### config.mk
export PLATFORM = sky130hd
export DESIGN_NAME = led_matrix_line_loader_and_row_scanner_unit_flat
export DESIGN_NICKNAME = d
export VERILOG_FILES = /design/src/rtl/lmrs_pkg.sv /design/src/rtl/lmrs_in_if.sv /design/src/rtl/lmrs_out_if.sv /design/src/rtl/lmrs_ram.sv /design/src/rtl/lmrs_ctrl.sv /design/src/rtl/lmrs_datapath.sv /design/src/rtl/led_matrix_line_loader_and_row_scanner_unit.sv /design/src/flat_wrapper.sv
export SDC_FILE = /design/constraint.sdc
export NUM_CORES = 2
export LEC_CHECK = 0
export BUFFER_PORTS_ARGS = -buffer_cell sky130_fd_sc_hd__buf_2
export CAP_MARGIN = 20
export CORE_AREA = 2 2 466 329
export DETAILED_ROUTE_END_ITERATION = 8
export DIE_AREA = 0 0 468 331
export HOLD_SLACK_MARGIN = 0.03
export REMOVE_ABC_BUFFERS = 1
export SYNTH_ARGS = -nofsm -noshare
export SYNTH_HDL_FRONTEND = slang
export SYNTH_HIERARCHICAL = 1
export SYNTH_SLANG_ARGS = --single-unit
### constraint.sdc
create_clock -name clk -period 9.91 [get_ports clk]
set_input_delay 0 -clock clk [delete_from_list [all_inputs] [get_ports clk]]
set_output_delay 0 -clock clk [all_outputs]
set_load 0.02 [all_outputs]
### src/rtl/lmrs_pkg.sv
// ----------------------------------------------------------------------------
// lmrs_pkg
// Shared constants and control types of the LED matrix line loader and row
// scanner.
// ----------------------------------------------------------------------------
package lmrs_pkg;

  localparam int ROWS_DEFAULT          = 8;
  localparam int BYTES_PER_ROW_DEFAULT = 24;

  localparam int BYTE_W  = 8;
  localparam int ANODE_W = 3;

  // input commands
  localparam logic CMD_SERIAL = 1'b0;
  localparam logic CMD_TICK   = 1'b1;

  // characters the line parser looks for
  localparam logic [BYTE_W-1:0] CHAR_DOLLAR = 8'h24;
  localparam logic [BYTE_W-1:0] CHAR_ZERO   = 8'h30;
  localparam logic [BYTE_W-1:0] CHAR_NINE   = 8'h39;
  localparam logic [BYTE_W-1:0] CHAR_LOW_A  = 8'h61;
  localparam logic [BYTE_W-1:0] CHAR_LOW_F  = 8'h66;

  // commands from the controller to the datapath
  typedef struct packed {
    logic take_byte;   // serial character accepted, run the parser
    logic take_tick;   // row tick accepted, advance lit row
    logic commit_wr;   // write one byte of the committed line
    logic scan_rd;     // issue one frame store read for the scan
  } lmrs_cmd_t;

  // status from the datapath to the controller
  typedef struct packed {
    logic line_done;   // the character on the input completes a line
    logic k_last;      // byte counter sits on the final byte of a row
    logic issue_ok;    // read pipeline has room for another byte
  } lmrs_stat_t;

endpackage

### src/rtl/lmrs_in_if.sv
// ----------------------------------------------------------------------------
// lmrs_in_if
// Input channel: serial characters and row ticks.
// ----------------------------------------------------------------------------
interface lmrs_in_if;
  logic                      valid;
  logic                      ready;
  logic                      command;
  logic [lmrs_pkg::BYTE_W-1:0] rx_byte;

  modport source (output valid, output command, output rx_byte, input ready);
  modport sink (input valid, input command, input rx_byte, output ready);
endinterface

### src/rtl/lmrs_out_if.sv
// ----------------------------------------------------------------------------
// lmrs_out_if
// Output channel: one byte for the column drivers per transfer.
// ----------------------------------------------------------------------------
interface lmrs_out_if;
  logic                        valid;
  logic                        ready;
  logic [lmrs_pkg::ANODE_W-1:0] anode_row;
  logic                        latch_pulse;
  logic [lmrs_pkg::BYTE_W-1:0]  shift_byte;
  logic                        last;

  modport source (output valid, output anode_row, output latch_pulse,
                  output shift_byte, output last, input ready);
  modport sink (input valid, input anode_row, input latch_pulse,
                input shift_byte, input last, output ready);
endinterface

### src/rtl/lmrs_ram.sv
// ----------------------------------------------------------------------------
// lmrs_ram
// Generic single write port, single read port RAM with registered read.
// ----------------------------------------------------------------------------
module lmrs_ram #(
  parameter int WIDTH = 8,
  parameter int DEPTH = 192
) (
  input  logic                     clk,
  input  logic                     wr_en,
  input  logic [$clog2(DEPTH)-1:0] wr_addr,
  input  logic [WIDTH-1:0]         wr_data,
  input  logic                     rd_en,
  input  logic [$clog2(DEPTH)-1:0] rd_addr,
  output logic [WIDTH-1:0]         rd_data
);

  logic [WIDTH-1:0] mem [DEPTH];

  always_ff @(posedge clk) begin
    if (wr_en) begin
      mem[wr_addr] <= wr_data;
    end
    if (rd_en) begin
      rd_data <= mem[rd_addr];
    end
  end

endmodule

### src/rtl/lmrs_ctrl.sv
// ----------------------------------------------------------------------------
// lmrs_ctrl
// Sequencer: accepts items, then runs the line commit or the row scan sweep.
// ----------------------------------------------------------------------------
module lmrs_ctrl (
  input  logic                 clk,
  input  logic                 rst,
  input  logic                 in_valid,
  input  logic                 in_command,
  output logic                 in_ready,
  input  lmrs_pkg::lmrs_stat_t stat,
  output lmrs_pkg::lmrs_cmd_t  cmd
);

  typedef enum logic [1:0] {
    ST_IDLE,
    ST_COMMIT,
    ST_SCAN
  } state_t;

  state_t state;

  assign in_ready = (state == ST_IDLE);

  always_comb begin
    cmd = '0;
    unique case (state)
      ST_IDLE: begin
        cmd.take_byte = in_valid && (in_command == lmrs_pkg::CMD_SERIAL);
        cmd.take_tick = in_valid && (in_command == lmrs_pkg::CMD_TICK);
      end
      ST_COMMIT: begin
        cmd.commit_wr = 1'b1;
      end
      ST_SCAN: begin
        cmd.scan_rd = stat.issue_ok;
      end
      default: begin
        cmd = '0;
      end
    endcase
  end

  always_ff @(posedge clk) begin
    if (rst) begin
      state <= ST_IDLE;
    end else begin
      unique case (state)
        ST_IDLE: begin
          if (cmd.take_tick) begin
            state <= ST_SCAN;
          end else if (cmd.take_byte && stat.line_done) begin
            state <= ST_COMMIT;
          end
        end
        ST_COMMIT: begin
          if (stat.k_last) begin
            state <= ST_IDLE;
          end
        end
        ST_SCAN: begin
          if (stat.issue_ok && stat.k_last) begin
            state <= ST_IDLE;
          end
        end
        default: begin
          state <= ST_IDLE;
        end
      endcase
    end
  end

endmodule

### src/rtl/lmrs_datapath.sv
// ----------------------------------------------------------------------------
// lmrs_datapath
// Line parser, line buffer, frame store with row valid bits, scan pipeline
// and output register.
// ----------------------------------------------------------------------------
module lmrs_datapath #(
  parameter int ROWS          = lmrs_pkg::ROWS_DEFAULT,
  parameter int BYTES_PER_ROW = lmrs_pkg::BYTES_PER_ROW_DEFAULT
) (
  input  logic                          clk,
  input  logic                          rst,
  input  lmrs_pkg::lmrs_cmd_t           cmd,
  output lmrs_pkg::lmrs_stat_t          stat,
  input  logic [lmrs_pkg::BYTE_W-1:0]   rx_byte,
  input  logic                          out_ready,
  output logic                          out_valid,
  output logic [lmrs_pkg::ANODE_W-1:0]  anode_row,
  output logic                          latch_pulse,
  output logic [lmrs_pkg::BYTE_W-1:0]   shift_byte,
  output logic                          last
);

  localparam int HALF_ROW = BYTES_PER_ROW / 2;
  localparam int LOW_ZERO = BYTES_PER_ROW - HALF_ROW;
  localparam int DIGITS   = 2 * HALF_ROW;
  localparam int DEPTH    = ROWS * BYTES_PER_ROW;
  localparam int ADDR_W   = $clog2(DEPTH);
  localparam int ROW_W    = $clog2(ROWS);
  localparam int K_W      = $clog2(BYTES_PER_ROW);
  localparam int DC_W     = $clog2(DIGITS);
  localparam int IDX_W    = (HALF_ROW > 1) ? $clog2(HALF_ROW) : 1;
  localparam int BW       = lmrs_pkg::BYTE_W;

  typedef enum logic [1:0] {
    PH_IDLE,
    PH_LINE,
    PH_DATA
  } phase_t;

  phase_t          phase;
  logic [DC_W-1:0] digit_count;
  logic [ROW_W-1:0] target_row;
  logic [BW-1:0]   line_buf [HALF_ROW];
  logic [ROW_W-1:0] lit_row;
  logic [ROW_W-1:0] scan_row;
  logic            latch_pending;
  logic            scan_latch;
  logic [ROWS-1:0] row_valid;
  logic [K_W-1:0]  k;

  // read pipeline stage sitting on the ram read register
  logic             s1_valid;
  logic             s1_latch;
  logic             s1_last;
  logic             s1_zero;
  logic [ROW_W-1:0] s1_anode;

  logic             is_dollar;
  logic             is_row_digit;
  logic             is_hex;
  logic [3:0]       nibble;
  logic [BW-1:0]    rx_off;
  logic [IDX_W-1:0] wr_idx;
  logic [IDX_W-1:0] rd_idx;
  logic [K_W-1:0]   k_off;
  logic [ROW_W-1:0] lit_next;
  logic [ROW_W-1:0] ram_row;
  logic [ADDR_W-1:0] ram_addr;
  logic [BW-1:0]    commit_data;
  logic [BW-1:0]    ram_rd_data;
  logic             out_free;

  function automatic logic [ROW_W-1:0] row_inc(input logic [ROW_W-1:0] r);
    row_inc = (r == ROW_W'(ROWS - 1)) ? '0 : r + 1'b1;
  endfunction

  // character classes
  always_comb begin
    is_dollar    = (rx_byte == lmrs_pkg::CHAR_DOLLAR);
    is_row_digit = (rx_byte >= lmrs_pkg::CHAR_ZERO) &&
                   (rx_byte < lmrs_pkg::CHAR_ZERO + BW'(ROWS));
    rx_off       = rx_byte - lmrs_pkg::CHAR_ZERO;
    is_hex       = 1'b0;
    nibble       = '0;
    if ((rx_byte >= lmrs_pkg::CHAR_ZERO) && (rx_byte <= lmrs_pkg::CHAR_NINE)) begin
      is_hex = 1'b1;
      nibble = rx_off[3:0];
    end else if ((rx_byte >= lmrs_pkg::CHAR_LOW_A) && (rx_byte <= lmrs_pkg::CHAR_LOW_F)) begin
      is_hex = 1'b1;
      nibble = 4'(rx_byte - lmrs_pkg::CHAR_LOW_A + BW'(10));
    end
  end

  assign wr_idx = IDX_W'(digit_count >> 1);
  assign k_off  = k - K_W'(LOW_ZERO);
  assign rd_idx = IDX_W'(k_off);

  assign stat.line_done = (phase == PH_DATA) && !is_dollar && is_hex &&
                          (digit_count == DC_W'(DIGITS - 1));
  assign stat.k_last    = (k == K_W'(BYTES_PER_ROW - 1));

  assign out_free      = !out_valid || out_ready;
  assign stat.issue_ok = !s1_valid || out_free;

  // low half of a committed row is zero, upper half from the line buffer
  assign commit_data = (k < K_W'(LOW_ZERO)) ? '0 : line_buf[rd_idx];

  assign lit_next = row_inc(lit_row);
  assign ram_row  = cmd.commit_wr ? target_row : scan_row;
  assign ram_addr = ADDR_W'(ram_row) * ADDR_W'(BYTES_PER_ROW) + ADDR_W'(k);

  lmrs_ram #(
    .WIDTH (BW),
    .DEPTH (DEPTH)
  ) u_frame_store (
    .clk     (clk),
    .wr_en   (cmd.commit_wr),
    .wr_addr (ram_addr),
    .wr_data (commit_data),
    .rd_en   (cmd.scan_rd),
    .rd_addr (ram_addr),
    .rd_data (ram_rd_data)
  );

  // parser, control registers and pipeline valids
  always_ff @(posedge clk) begin
    if (rst) begin
      phase         <= PH_IDLE;
      digit_count   <= '0;
      target_row    <= '0;
      lit_row       <= '0;
      latch_pending <= 1'b0;
      row_valid     <= '0;
      k             <= '0;
      s1_valid      <= 1'b0;
      out_valid     <= 1'b0;
    end else begin
      if (cmd.take_byte) begin
        if (is_dollar) begin
          digit_count <= '0;
          phase       <= PH_LINE;
        end else begin
          unique case (phase)
            PH_LINE: begin
              if (is_row_digit) begin
                target_row <= ROW_W'(rx_off);
                phase      <= PH_DATA;
              end else begin
                phase <= PH_IDLE;
              end
            end
            PH_DATA: begin
              if (!is_hex) begin
                phase <= PH_IDLE;
              end else if (stat.line_done) begin
                digit_count <= '0;
                phase       <= PH_IDLE;
              end else begin
                digit_count <= digit_count + 1'b1;
              end
            end
            default: begin
              phase <= PH_IDLE;
            end
          endcase
        end
      end

      if (cmd.take_byte || cmd.take_tick) begin
        k <= '0;
      end else if (cmd.commit_wr || cmd.scan_rd) begin
        k <= stat.k_last ? '0 : k + 1'b1;
      end

      if (cmd.take_tick) begin
        lit_row       <= lit_next;
        latch_pending <= 1'b1;
      end

      if (cmd.commit_wr) begin
        row_valid[target_row] <= 1'b1;
      end

      if (cmd.scan_rd) begin
        s1_valid <= 1'b1;
      end else if (s1_valid && out_free) begin
        s1_valid <= 1'b0;
      end

      if (s1_valid && out_free) begin
        out_valid <= 1'b1;
      end else if (out_ready) begin
        out_valid <= 1'b0;
      end
    end
  end

  // payload registers
  always_ff @(posedge clk) begin
    if (cmd.take_byte && !is_dollar && (phase == PH_DATA) && is_hex) begin
      if (!digit_count[0]) begin
        line_buf[wr_idx] <= {nibble, 4'b0000};
      end else begin
        line_buf[wr_idx] <= line_buf[wr_idx] | {4'b0000, nibble};
      end
    end
    if (cmd.take_tick) begin
      scan_row   <= row_inc(lit_next);
      scan_latch <= latch_pending;
    end
    if (cmd.scan_rd) begin
      s1_latch <= (k == '0) && scan_latch;
      s1_last  <= stat.k_last;
      s1_zero  <= !row_valid[scan_row];
      s1_anode <= lit_row;
    end
    if (s1_valid && out_free) begin
      anode_row   <= lmrs_pkg::ANODE_W'(s1_anode);
      latch_pulse <= s1_latch;
      shift_byte  <= s1_zero ? '0 : ram_rd_data;
      last        <= s1_last;
    end
  end

endmodule

### src/rtl/led_matrix_line_loader_and_row_scanner_unit.sv
// ----------------------------------------------------------------------------
// led_matrix_line_loader_and_row_scanner_unit
// Row scan controller for a multiplexed LED matrix with a serial line loader.
// ----------------------------------------------------------------------------
// The block keeps a ROWS x BYTES_PER_ROW frame store. Serial characters
// (command 0) run a line parser: '$' opens a line, a digit picks the row, then
// lower-case hex digits fill half a row; the last digit commits the row, low
// half zero and upper half the received bytes. The character that completes
// a line adds BYTES_PER_ROW frame store writes, one per cycle through the
// single write port, during which no item is accepted. A row tick (command 1)
// advances the lit row and streams BYTES_PER_ROW result transfers, one per
// frame store read, so a tick holds the input while its reads are issued;
// results leave through an output register at one per cycle while the sink
// is ready. Frame store reset is handled by one valid bit per row, so there
// is no clearing pass after reset.
// ----------------------------------------------------------------------------
module led_matrix_line_loader_and_row_scanner_unit #(
  parameter int ROWS          = lmrs_pkg::ROWS_DEFAULT,
  parameter int BYTES_PER_ROW = lmrs_pkg::BYTES_PER_ROW_DEFAULT
) (
  input logic        clk,
  input logic        rst,
  lmrs_in_if.sink    item,
  lmrs_out_if.source result
);

  // command and status between sequencer and datapath
  lmrs_pkg::lmrs_cmd_t  cmd;
  lmrs_pkg::lmrs_stat_t stat;

  // sequencer: idle takes items; commit and unstalled scan go a byte a cycle
  lmrs_ctrl u_ctrl (
    .clk        (clk),
    .rst        (rst),
    .in_valid   (item.valid),
    .in_command (item.command),
    .in_ready   (item.ready),
    .stat       (stat),
    .cmd        (cmd)
  );

  // datapath: parser, frame store, read pipeline and output register
  lmrs_datapath #(
    .ROWS          (ROWS),
    .BYTES_PER_ROW (BYTES_PER_ROW)
  ) u_datapath (
    .clk         (clk),
    .rst         (rst),
    .cmd         (cmd),
    .stat        (stat),
    .rx_byte     (item.rx_byte),
    .out_ready   (result.ready),
    .out_valid   (result.valid),
    .anode_row   (result.anode_row),
    .latch_pulse (result.latch_pulse),
    .shift_byte  (result.shift_byte),
    .last        (result.last)
  );

  // a commit write and a scan read never share the frame store port
  a_port_exclusive: assert property (@(posedge clk) disable iff (rst)
    !(cmd.commit_wr && cmd.scan_rd))
    else $error("commit write and scan read in the same cycle");

  // no sweep runs while the input side is open
  a_no_sweep_when_ready: assert property (@(posedge clk) disable iff (rst)
    item.ready |-> (!cmd.commit_wr && !cmd.scan_rd))
    else $error("frame store sweep while accepting items");

  // a tick transfer always starts a scan, so the input closes next cycle
  a_tick_closes_input: assert property (@(posedge clk) disable iff (rst)
    (item.valid && item.ready && (item.command == lmrs_pkg::CMD_TICK)) |=> !item.ready)
    else $error("input still open after a tick transfer");

  // a latch pulse only ever rides on a transfer that is not the row's end
  a_latch_not_last: assert property (@(posedge clk) disable iff (rst)
    (result.valid && result.latch_pulse) |-> !result.last)
    else $error("latch pulse on the final byte of a row");

endmodule

### src/flat_wrapper.sv
// flat-port wrapper written by rule: the top's interface ports become plain ports
module led_matrix_line_loader_and_row_scanner_unit_flat 
#(
  parameter int ROWS          = lmrs_pkg::ROWS_DEFAULT,
  parameter int BYTES_PER_ROW = lmrs_pkg::BYTES_PER_ROW_DEFAULT
)
  (clk, rst, item_valid, item_command, item_rx_byte, item_ready, result_valid, result_anode_row, result_latch_pulse, result_shift_byte, result_last, result_ready);
  lmrs_in_if item_i ();
  lmrs_out_if result_i ();
  input logic clk;
  input logic rst;
  input wire logic [$bits(item_i.valid)-1:0] item_valid;
  input wire logic [$bits(item_i.command)-1:0] item_command;
  input wire logic [$bits(item_i.rx_byte)-1:0] item_rx_byte;
  output wire logic [$bits(item_i.ready)-1:0] item_ready;
  output wire logic [$bits(result_i.valid)-1:0] result_valid;
  output wire logic [$bits(result_i.anode_row)-1:0] result_anode_row;
  output wire logic [$bits(result_i.latch_pulse)-1:0] result_latch_pulse;
  output wire logic [$bits(result_i.shift_byte)-1:0] result_shift_byte;
  output wire logic [$bits(result_i.last)-1:0] result_last;
  input wire logic [$bits(result_i.ready)-1:0] result_ready;
  assign item_i.valid = item_valid;
  assign item_i.command = item_command;
  assign item_i.rx_byte = item_rx_byte;
  assign item_ready = item_i.ready;
  assign result_valid = result_i.valid;
  assign result_anode_row = result_i.anode_row;
  assign result_latch_pulse = result_i.latch_pulse;
  assign result_shift_byte = result_i.shift_byte;
  assign result_last = result_i.last;
  assign result_i.ready = result_ready;
  led_matrix_line_loader_and_row_scanner_unit #(.ROWS(ROWS), .BYTES_PER_ROW(BYTES_PER_ROW)) u_core (.clk(clk), .rst(rst), .item(item_i), .result(result_i));
endmodule
==> impl_metrics.csv <==
group,metric,value,unit
yosys,synth_top_area_cell,"edfxtp_1",
detailed_routing,wire_per_inst,30.4,um
timing,slew_viol_final,0,
worst_setup_path,worst_ep_arrival_time,6.32,ns
clocking,numCtsBuffers,153,
yosys,syn-instance-count,3332,
clocking,cts_sinks,1698,
yosys,yosysTopAreaCellShare,0.742,
timing,fin_tns_setup,0,ns
placement,portBuffers,27,
global_route,antenna_found_initial,4,
global_route,grt-ovfl-total,0,
power,leakage,21.2,nW
die,die_y,331,um
worst_setup_path,rr_endpoint,"u_core/u_datapath/u_frame_store/mem[97][2]",
timing,worst_pin_slew,1.17,ns
worst_setup_path,crit_type,"flop to flop",
timing,min_period,5.94,ns
die,rows,119,
detailed_routing,drt-total-wl,168000,um
die,io_pins,28,
timing,holdWs,0.162,ns
global_route,grt_pass1_vias,32883,
detailed_routing,vias,33716,
clocking,post-cts-setup-buffer-count,0,
detailed_routing,drt_iter0_markers,4478,
layout,drive_above_1_share,0.216,
timing,fin_skew,0.0215,ns
detailed_routing,drcViolationCount,0,
outcome,status,"complete, no violations",
placement,dp_hpwl,97800,um
timing,grt_setup_unrepaired,"false",
worst_setup_path,crit_path_end_kind,"flop",
worst_setup_path,required,10.29,ns
yosys,synth-edff-count,1663,
die,initial_core_util,0.449,
placement,place_congestion,0.804,
layout,area_growth,11.4,%
yosys,ys_types,70,
global_route,grt_pass1_wl,243000,um
timing,max_slew_margin,0.220,
die,die-area,155000,sq um
clocking,cts.path.max_buffers,3,
placement,detailedPlace.worstSlack,4.02,ns
yosys,synth_area_leaders,"edfxtp_1 (74%), mux4_2 (14%), mux2i_1 (2.2%), nor2_1 (1.5%), dfxtp_1 (1.0%)",
yosys,synth-seq-area-share,0.752,
yosys,synthArstFlopShare,0,
detailed_routing,ant_nets,0,
clocking,cts_resized,0,
die,die_w,468,um
worst_setup_path,reg2reg_from,"u_core/u_ctrl/state[0]",
yosys,synth-warning-count,6,
clocking,hold_buffers,31,
timing,period_share,0.600,
timing,fmax,0.168,GHz
worst_setup_path,cp_max_fo,33,
yosys,ys_ff_latch,1698,
worst_hold_path,hold_path_class,"input pin to flop",
clocking,cts_tree,"yes",
global_route,met3_usage,0.0487,
global_route,grt_max_degree,193,
global_route,grt_usage,0.219,
worst_setup_path,regToRegSetupSlack,3.97,ns
worst_setup_path,r2r_cells,9,
timing,final_hold_viol_count,0,
yosys,syn_avg_cell_area,20.2,sq um
global_route,use_met2,0.308,
detailed_routing,viasPerCell,6.09,
power,vdd_drop_max,178,uV
die,core_area,150000,sq um
worst_setup_path,cp-startpoint,"u_core/u_ctrl/state[0]",
yosys,synthMostInstantiatedCell,"edfxtp_1",
worst_setup_path,crit_path_start_kind,"flop",
yosys,syn-cell-area,67300,sq um
worst_setup_path,crit_end,"u_core/u_datapath/u_frame_store/mem[97][2]",
yosys,synthTopCellsByCount,"edfxtp_1 (1663), mux4_2 (407), nor2_1 (275)",
layout,nNetsFinal,3450,
clocking,clkLatencyLatePin,0.78,ns
timing,finalSetupViolCount,0,
power,power_density,190,nW/um^2
timing,fin_ws,3.97,ns
global_route,grt_use_met1,0.345,
detailed_routing,drtPass1Iterations,5,
yosys,yosys_most_used_dff,"edfxtp_1",
flow_run,cap_violations,0,
clocking,root_buffer,"clkbuf_16",
clocking,clkTransAtPathRegs,0.06,ns
layout,fill_cells,11891,
clocking,htree_levels,4,
global_route,top_usage_layer,"met1",
## metrics by stage
stage	instance area [sq um]	std cells	power, mW	utilization
detailed placement	69700	5219	8.44	0.464
global placement	69600	5218	8.44	0.464
finish	75000	5540	14.3	0.500
floorplan	66300	3147	8.45	-
global route	75000	5539	14.7	0.500
CTS	75000	5531	14.4	0.499
## worst min-delay path by stage
| stage | end | slack, ns | depth (start not counted) | start |
|---|---|---|---|---|
| 6_report | u_core/u_datapath/s1_valid | 0.16 | 5 | result_ready |
| 5_1_grt | u_core/u_datapath/s1_valid | 0.22 | 5 | result_ready |
| 4_1_cts | u_core/u_datapath/s1_valid | 0.09 | 5 | result_ready |
| 3_5_place_dp | u_core/u_datapath/out_valid | 0.33 | 4 | result_ready |
| 3_3_place_gp | u_core/u_datapath/out_valid | 0.32 | 4 | result_ready |
| 2_1_floorplan | u_core/u_datapath/phase[0] | 0.07 | 1 | rst |
## final cells by class
type | instances | area, sq um | area share
antenna | 1 | 2.50 | 0.0000333
clock buffer | 187 | 4170 | 0.0555
clock inverter | 94 | 833 | 0.0111
inverter | 14 | 52.6 | 0.000700
multi-input combinational | 1435 | 15800 | 0.211
sequential | 1698 | 50600 | 0.675
tap | 1996 | 2500 | 0.0333
timing repair buffer | 115 | 1030 | 0.0137
## state kept, by name, summed over array words and instances (netlist names), 5 cells and up, named ones only
signal,count
u_core/u_datapath/line_buf,96
u_core/u_datapath/digit_count,5
u_core/u_datapath/u_frame_store/rd_data,8
u_core/u_datapath/k,5
u_core/u_datapath/row_valid,8
u_core/u_datapath/shift_byte,8
u_core/u_datapath/u_frame_store/mem,1536
## power by group
part	switching (mW)	total (mW)	leakage (nW)	internal, mW
registers	0.00939	7.78	14.4	7.77
clock network	2.60	5.95	2.44	3.36
logic	0.315	0.518	4.39	0.203
total	2.92	14.2	21.2	11.3
## logic make-up (layout without fill, tap and decap cells)
group | Yosys count | in the layout | share of synthesized area
flops | 1698 | 1698 | 0.752
simple gates | 540 | 540 | 0.0365
compound gates | 301 | 301 | 0.0305
fa+ha+maj | 20 | 20 | 0.00394
xor+xnor | 9 | 9 | 0.00117
other cells | 0 | 1 | 0
mux | 565 | 565 | 0.160
buf+inv | 199 | 410 | 0.0161
## routing by layer
metal  up-vias  routed length (um)
li1      13930                   -
met1     17981               76300
met3       184               15800
met5         -                  13
met4         2                3240
met2      1619               72900
## worst max-delay path, stage by stage (launching register included)
cell and delay (ns):
dfxtp_1 0.46, and2b_2 0.67, mux2_2 0.45, ha_1 0.36, fa_4 0.54, xor2_4 0.18
buf_4 0.51, nor2b_1 0.65, nand3_1 0.79, nor2_1 0.93
## cells in the final DEF, fill, tap and decap left out, types with 17 or more instances in the layout
| master | n |
|---|---|
| a22oi_1 | 53 |
| o221ai_1 | 31 |
| a21oi_1 | 73 |
| dfxtp_1 | 32 |
| nor3_1 | 20 |
| dlygate4sd3_1 | 31 |
| edfxtp_1 | 1663 |
| ha_1 | 17 |
| clkinv_2 | 24 |
| clkbuf_1 | 22 |
| nor2b_1 | 33 |
| nand2_1 | 98 |
| clkinv_1 | 44 |
| nand3_1 | 24 |
| clkbuf_16 | 161 |
| a31oi_1 | 17 |
| o22ai_1 | 24 |
| mux2i_1 | 146 |
| buf_4 | 44 |
| mux4_2 | 407 |
| buf_2 | 27 |
| nor2_1 | 265 |
| nand2b_1 | 19 |
| o21ai_0 | 24 |
Note: power is estimated with default switching activity, not from simulation.
